### src/hw/rtl/mrpt_pkg.sv
// Package for the Miller-Rabin prime test unit: widths and witness bases.
// Used by miller_rabin_prime_test_unit; depends on nothing.
`default_nettype none
package mrpt_pkg;
  localparam int DefNumBits = 64;
  localparam int BaseCount  = 12;
  localparam int BaseIdxW   = 4;

  function automatic logic [5:0] base_value(input logic [BaseIdxW-1:0] idx);
    logic [5:0] v;
    unique case (idx)
      4'd0:    v = 6'd2;
      4'd1:    v = 6'd3;
      4'd2:    v = 6'd5;
      4'd3:    v = 6'd7;
      4'd4:    v = 6'd11;
      4'd5:    v = 6'd13;
      4'd6:    v = 6'd17;
      4'd7:    v = 6'd19;
      4'd8:    v = 6'd23;
      4'd9:    v = 6'd29;
      4'd10:   v = 6'd31;
      4'd11:   v = 6'd37;
      default: v = 6'd37;
    endcase
    return v;
  endfunction
endpackage
`default_nettype wire

### src/hw/rtl/miller_rabin_prime_test_unit.sv
// Top level of the Miller-Rabin prime test unit: sequencer and shared
// shift-add modular multiplier. Depends on mrpt_pkg.
`default_nettype none
// Tests one unsigned candidate (low NUM_BITS bits used) for primality with
// the twelve witness bases 2 to 37, exact for every value below 2^64. One
// transfer in gives one transfer out. The block takes one candidate at a
// time; s_tready is low while it works. Every modular product goes through
// one shared multiplier that processes one multiplier bit per cycle. A
// base needs at most about 2*NUM_BITS products; a prime above 37 runs all
// twelve bases, and most composites finish far sooner. The result waits in
// an output register, so the next candidate can be accepted and worked on
// while it waits; that candidate's result is held back until the earlier
// one has been taken.
module miller_rabin_prime_test_unit
  import mrpt_pkg::*;
#(
  parameter int NUM_BITS = DefNumBits
) (
  input  wire logic        clk,
  input  wire logic        rst,
  input  wire logic        s_tvalid,
  output logic             s_tready,
  input  wire logic [63:0] s_tdata,   // candidate
  output logic             m_tvalid,
  input  wire logic        m_tready,
  output logic [7:0]       m_tdata    // prime flag, then zero fill
);
  localparam int W  = NUM_BITS;
  localparam int CW = $clog2(W + 1);

  typedef enum logic [3:0] {
    IDLE, SPLIT, BASE, POW_STEP, POW_MUL, POW_SQR, CHECK, SQ_MUL, SQ_CHECK,
    MUL_RUN, DONE
  } state_t;

  state_t state, ret_state;
  logic [W-1:0] n, nm1, odd, e, b, x;
  logic [CW-1:0] twos, k;
  logic [BaseIdxW-1:0] bidx;
  logic result;
  logic verdict;

  // Shared multiplier operands and state.
  logic [W-1:0] ma, mb, acc;
  logic [CW-1:0] mbit;
  logic [W:0] dbl, dsum;
  logic [W-1:0] dred, sred;

  always_comb begin
    dbl  = {acc, 1'b0};
    dred = (dbl >= {1'b0, n}) ? W'(dbl - {1'b0, n}) : dbl[W-1:0];
    dsum = {1'b0, dred} + {1'b0, ma};
    sred = (dsum >= {1'b0, n}) ? W'(dsum - {1'b0, n}) : dsum[W-1:0];
  end

  assign s_tready = (state == IDLE);
  assign m_tdata  = {7'd0, verdict};

  logic [W-1:0] base_w;
  assign base_w = W'(base_value(bidx)) ;

  always_ff @(posedge clk) begin
    if (rst) begin
      state    <= IDLE;
      m_tvalid <= 1'b0;
    end else begin
      if (m_tvalid && m_tready) m_tvalid <= 1'b0;
      unique case (state)
        IDLE: if (s_tvalid && s_tready) begin
          n     <= s_tdata[W-1:0];
          nm1   <= s_tdata[W-1:0] - W'(1);
          odd   <= s_tdata[W-1:0] - W'(1);
          twos  <= '0;
          bidx  <= '0;
          if (s_tdata[W-1:0] < W'(2)) begin
            result <= 1'b0;
            state  <= DONE;
          end else begin
            state <= SPLIT;
          end
        end
        SPLIT: begin
          if (!odd[0]) begin
            odd  <= odd >> 1;
            twos <= twos + CW'(1);
          end else begin
            state <= BASE;
          end
        end
        BASE: begin
          if (bidx == BaseIdxW'(BaseCount)) begin
            result <= 1'b1;
            state  <= DONE;
          end else if (n == base_w) begin
            result <= 1'b1;
            state  <= DONE;
          end else begin
            // Every candidate that gets this far exceeds the base: primes
            // below 37 are bases themselves, and composites below 37 already
            // fail with base 2.
            b     <= base_w;
            x     <= W'(1);
            e     <= odd;
            state <= POW_STEP;
          end
        end
        POW_STEP: begin
          if (e == '0) begin
            state <= CHECK;
          end else if (e[0]) begin
            ma <= b; mb <= x; acc <= '0; mbit <= CW'(W);
            ret_state <= POW_MUL; state <= MUL_RUN;
          end else begin
            ma <= b; mb <= b; acc <= '0; mbit <= CW'(W);
            ret_state <= POW_SQR; state <= MUL_RUN;
          end
        end
        POW_MUL: begin
          x  <= acc;
          ma <= b; mb <= b; acc <= '0; mbit <= CW'(W);
          ret_state <= POW_SQR; state <= MUL_RUN;
        end
        POW_SQR: begin
          b     <= acc;
          e     <= e >> 1;
          state <= POW_STEP;
        end
        CHECK: begin
          k <= CW'(1);
          if (x == W'(1) || x == nm1) begin
            bidx <= bidx + BaseIdxW'(1);
            state <= BASE;
          end else begin
            state <= SQ_MUL;
          end
        end
        SQ_MUL: begin
          if (k >= twos) begin
            result <= 1'b0;
            state  <= DONE;
          end else begin
            ma <= x; mb <= x; acc <= '0; mbit <= CW'(W);
            ret_state <= SQ_CHECK; state <= MUL_RUN;
          end
        end
        SQ_CHECK: begin
          x <= acc;
          k <= k + CW'(1);
          if (acc == nm1) begin
            bidx <= bidx + BaseIdxW'(1);
            state <= BASE;
          end else begin
            state <= SQ_MUL;
          end
        end
        MUL_RUN: begin
          // One multiplier bit per cycle, most significant first.
          if (mbit == '0) begin
            state <= ret_state;
          end else begin
            acc  <= mb[W-1] ? sred : dred;
            mb   <= mb << 1;
            mbit <= mbit - CW'(1);
          end
        end
        DONE: begin
          if (!m_tvalid) begin
            verdict  <= result;
            m_tvalid <= 1'b1;
            state    <= IDLE;
          end
        end
        default: state <= IDLE;
      endcase
    end
  end
endmodule
`default_nettype wire
### config.mk
export PLATFORM = sky130hd
export DESIGN_NAME = miller_rabin_prime_test_unit
export DESIGN_NICKNAME = d
export VERILOG_FILES = /design/src/hw/rtl/mrpt_pkg.sv /design/src/hw/rtl/miller_rabin_prime_test_unit.sv
export SDC_FILE = /design/constraint.sdc
export NUM_CORES = 2
export LEC_CHECK = 0
export BUFFER_PORTS_ARGS = -buffer_cell sky130_fd_sc_hd__clkbuf_2
export CORE_AREA = 8 8 272 274
export CTS_CLUSTER_DIAMETER = 50
export DETAILED_ROUTE_END_ITERATION = 10
export DIE_AREA = 0 0 280 282
export PLACE_DENSITY = 0.76
export SYNTH_ARGS = -nofsm -noshare
export SYNTH_HDL_FRONTEND = slang
export SYNTH_SLANG_ARGS = --single-unit
### constraint.sdc
create_clock -name clk -period 18.2 [get_ports clk]
set_input_delay 3.64 -clock clk [delete_from_list [all_inputs] [get_ports clk]]
set_output_delay 3.64 -clock clk [all_outputs]
set_load 0.1 [all_outputs]
### Yosys cells after proc, flatten, opt, wreduce, memory -nomap -nowiden

Memories as Yosys holds them, arrays and structs flattened. A register that Yosys moved wholly into a read port is not among the register bits.
Index checks and enable logic that the tools add are counted.

* register bits after elaboration: 612
* ROM bits: 96
* input port bits: 68
* output and inout bits: 10
* word-level logic and storage cells: 155
* memories kept: 1

Memory list
* (name not given): depth 16, bits a word 6, read ports 1, clocked after Yosys merged registers in 1, write ports 0, RTL line mrpt_pkg.sv:11 `unique case (idx)`

* add/sub/neg operators: 8
* $lt $le $gt $ge: 4
* equality and inequality tests: 30
* multiplexer cells: 64
* bitwise logic cells: 2
* reductions and logical operators: 27

Operators by type and width (count)
* $mux 64: 19
* $pmux 64 s2: 4
* $pmux 64 s4: 2
* $pmux 64 s3: 1
* $ge 65x64->1: 2
* $eq 64x64->1: 2
* $sub 64x64->64: 2
* $add 64x64->65: 1
* $eq 64x1->1 const B: 1
* $eq 64x6->1: 1
* $logic_not 64->1: 1
* $lt 64x2->1 const B: 1
* $sub 64x1->64 const B: 1
* $mux 4: 14
* $pmux 4 s11: 1
* $mux 7: 5
* $pmux 7 s2: 2
* $pmux 7 s4: 1
* $ne 2x2->1 const B: 12
* $pmux 4 s3: 2
* $reduce_and 4->1: 5
* $eq 4x3->1 const B: 4
* $eq 4x4->1 const B: 4
* $add 7x1->7 const B: 2
* 24 further kinds: 45

### Depth between registers and ports, before layout

* depth in word-level cells: 8
* mapped depth: 39
* depth with buffers taken out: 36

### Worst setup path after synthesis

Ideal clock, no wire load.

* path kind: input -> register
* from: input rst
* to: register n[0] (enable)
* library setup time: 0.798 ns
* data arrival time: 13.148 ns
* required time: 17.402 ns
* slack: 4.253 ns
* stages: 2
* path buffers: 1
* path through: clkbuf_1 nor3b_1

* word-level cells in the longest chain between the ends: 2

RTL lines
* start: declaration: RTL line miller_rabin_prime_test_unit.sv:20 `input wire logic rst,`
* $not 1->1 (no line)
* $reduce_and 3->1 (no line)
* end signal: assignment: RTL line miller_rabin_prime_test_unit.sv:70 `n <= s_tdata[W-1:0];`
* end: declaration: RTL line miller_rabin_prime_test_unit.sv:37 `logic [W-1:0] n, nm1, odd, e, b, x;`

Every way passes these cells.
A chain may end at the register's enable or synchronous reset.

### Final worst setup path

* from: register n[43]
* to: register acc[50], data pin

* word-level cells in the longest chain between the ends: 8
* elaborated cells between the ends (all ways): 10
* classes of those cells: add/sub: 3; order compare: 2; mux: 5

RTL lines
* $sub 64x64->64 / $ge 65x64->1 (equally long branches): RTL line miller_rabin_prime_test_unit.sv:51 `dred = (dbl >= {1'b0, n}) ? W'(dbl - {1'b0, n}) : dbl[W-1:0];`
* $mux 64: RTL line miller_rabin_prime_test_unit.sv:51
* $add 64x64->65: RTL line miller_rabin_prime_test_unit.sv:52 `dsum = {1'b0, dred} + {1'b0, ma};`
* $sub 64x64->64 / $ge 65x64->1 (equally long branches): RTL line miller_rabin_prime_test_unit.sv:53 `sred = (dsum >= {1'b0, n}) ? W'(dsum - {1'b0, n}) : dsum[W-1:0];`
* $mux 64: RTL line miller_rabin_prime_test_unit.sv:53
* $mux 64 (*): RTL line miller_rabin_prime_test_unit.sv:161 `acc <= mb[W-1] ? sred : dred;`
* $mux 64 (*): RTL line miller_rabin_prime_test_unit.sv:158 `if (mbit == '0) begin`
* $pmux 64 s4 (*): RTL line miller_rabin_prime_test_unit.sv:68 `unique case (state)`
* end signal: assignment: RTL line miller_rabin_prime_test_unit.sv:161
* end: declaration: RTL line miller_rabin_prime_test_unit.sv:44 `logic [W-1:0] ma, mb, acc;`

Every way passes the cells marked *; elsewhere a longest branch is shown, timed or not. The select of a mux whose other input is x is not followed.

==> impl_metrics.ini <==
[outcome]
run_status = complete, no violations

[route]
dr.pass1.iters = 11
drtIter0Drc = 5490
drc = 0
num_vias = 35100
vias_per_cell = 6.92
met1_length_um = 62700
highest_layer = met5
wl_per_cell_um = 31.0
dr_wl_met2_um = 65300
drt-total-wl_um = 158000
wl_met3_um = 19800
postRouteAntennaNets = 0

[synth]
syn-instance-count = 4044
synth_edf_count = 606
synth_area_um2 = 41200
synth-async-reset-ratio_pct = 0
synth.ff_latch_count = 617
synth_area_leaders = edfxtp_1 44%, ha_1 6.3%, xor2_1 4.6%
synth_area_per_cell_um2 = 10.2
synth_warnings = 0
ys_types = 105
ys.flop_type = edfxtp_1
synth_top_cell_by_area = edfxtp_1
synth_top_area_share_pct = 44.1
ys_seq_area_share_pct = 44.7

[setup_path]
required_ns = 18.61
reg2reg_to = acc[50]
cp_slowest_cell = nor4_1
cp-end-kind = flop
critical_path_class = flop to flop
critPathLaunch = n[43]
r2r_setup_slack_ns = 4.98
arrival_ns = 13.62
worstRegToRegCells = 31
worst_path_most_repeated_cell = ha_1
critPathMaxStageDelay_ns = 1.01
start_kind = flop
critPathMaxFanout = 57
reg2reg_from = n[43]

[hold_path]
hold_class = flop to flop
hold_end = verdict
whs_path_depth = 0
min_from = result

[die]
die_w_um = 280
start_util_pct = 59.3
coreArea_um2 = 69500
io_pins = 78
rows = 97
die_area_um2 = 79000
die_h_um = 282

[pwr]
powerDensity_nw_per_um2 = 150
p_leak_nw = 17.4
peakVddDrop_mv = 0.142

[grt]
gr-total-overflow = 0
grt_max_degree = 129
antenna_found_initial = 6
grt_pass1_wl_um = 225000
grt_usage_pct = 38.8
grt_pass1_vias = 33000

[sta]
period_share_pct = 72.6
final-max-slew-violation-count = 0
final.setup.tns_ns = 0
slew_headroom_pct = 4.54
finalHoldViolCount = 0
period_needed_ns = 13.22
clock.fmax_mhz = 75.7
tightest_slew_ns = 1.42
report.final.setup_viol = 0
rsz0062_at_grt = false
clock_skew_ns = 0.0534

[flow_run]
cap_violations = 0

[placement]
dpl.hpwl_um = 119000
dpl.cell_count = 4916
gp_congestion = 1.10
portBuffers = 70

[clock_tree]
cts_made_buffers = 86
cts_setup_buffers = 0
clkLatencyLatePin_ns = 0.67
cts_tree = done
cts_root_buffer = clkbuf_16
hold_buffers = 0
htree_levels = 3
path_clk_slew_ns = 0.06
clk_path_buf_depth = 3
cts_sinks = 617
cts_resized = 0

[final_layout]
final_cell_mix = 606 x edfxtp_1, 307 x a21oi_1, 302 x nor2_1, 295 x nand2_1, 219 x inv_1
nets = 4344
drive_gt1_share_pct = 11.5
mostFrequentLayoutCell = edfxtp_1
instances_no_fill = 5077
area_growth_pct = 9.95
-- Yosys cell counts, types with 29 or more instances --
cell type	n
a211oi_1	49
a21o_1	97
a21oi_1	308
a222oi_1	63
a31oi_1	33
and2_1	118
clkbuf_1	140
edfxtp_1	606
ha_1	209
inv_1	219
mux2_2	164
mux2i_1	38
nand2_1	296
nand2b_1	45
nand3_1	62
nand3b_1	29
nand4_1	68
nor2_1	306
nor3_1	80
nor4_1	111
o21ai_0	168
o21bai_1	43
xnor2_1	159
xor2_1	217
-- cell families after synthesis --
kind of cell	Yosys count	share of synthesized area (%)
simple gates	1252	15.4
compound gates	972	15.9
flops	617	44.7
buf+inv	398	3.80
xor+xnor	378	8.07
mux	214	5.73
fa+ha+maj	212	6.49
other cells	1	0.00909
-- area by class of cell --
cell class | count | area, um^2
tap | 940 | 1180
timing repair buffer | 105 | 628
sequential | 617 | 18400
inverter | 219 | 822
fill | 5560 | 24200
clock buffer | 105 | 2240
antenna | 2 | 5.00
clock inverter | 54 | 639
multi-input combinational | 3035 | 21400
-- where the power goes --
| group | total [W] | leakage (nW) | switching (W) | internal, W |
|---|---|---|---|---|
| clock | 0.00169 | 1.38 | 0.000704 | 0.000989 |
| sequential | 0.00194 | 5.68 | 0.000150 | 0.00179 |
| combinational | 0.00315 | 10.3 | 0.00208 | 0.00107 |
-- stage by stage --
| stage | hold slack, ns | total power, W | instance area, um^2 | worst slack, ns | utilization (%) |
|---|---|---|---|---|---|
| floorplan | 0.400 | 0.00407 | 41300 | 4.25 | - |
| global placement | 0.411 | 0.00500 | 42400 | 5.27 | 61.0 |
| detailed placement | 0.418 | 0.00497 | 42500 | 5.55 | 61.0 |
| CTS | 0.432 | 0.00667 | 45300 | 5.54 | 65.2 |
| global route | 0.442 | 0.00704 | 45300 | 4.70 | 65.2 |
| finish | 0.431 | 0.00679 | 45300 | 4.98 | 65.2 |
-- worst max-delay path by stage --
stage	end	slack, ns	cells past startpoint
3_5_place_dp	acc[59]	5.55	32
3_3_place_gp	acc[59]	5.27	33
2_1_floorplan	n[0]	4.25	2
6_report	acc[50]	4.98	31
5_1_grt	acc[50]	4.70	31
4_1_cts	acc[59]	5.54	32
-- registers in the layout (all words and copies together), names as in the netlist --
register	flops
bidx	4
ma	64
odd	64
e	64
mb	64
x	64
ret_state	3
mbit	7
m_tvalid	1
twos	7
base_w	6
state	4
result	1
b	64
k	7
verdict	1
nm1	64
acc	64
n	64
-- per-layer routing --
| metal | GRT usage (%) | vias to the layer above |
|---|---|---|
| met1 | 54.4 | 17100 |
| met4 | 20.3 | 2 |
| li1 | - | 15200 |
| met2 | 55.8 | 2455 |
| met5 | 0 | - |
| met3 | 8.99 | 431 |
-- critical path: cells and delay by family (launching register included) --
family | cells | cell delay [ns]
AO/OA/AOI/OAI | 10 | 4.23
AND/OR/NAND/NOR | 11 | 4.12
buffers and inverters | 4 | 1.81
adder cells (fa/ha/maj) | 3 | 1.29
multiplexers | 2 | 0.68
flip-flops | 1 | 0.58
XOR/XNOR | 1 | 0.12
No activity file was read; power rests on OpenSTA's default activity.
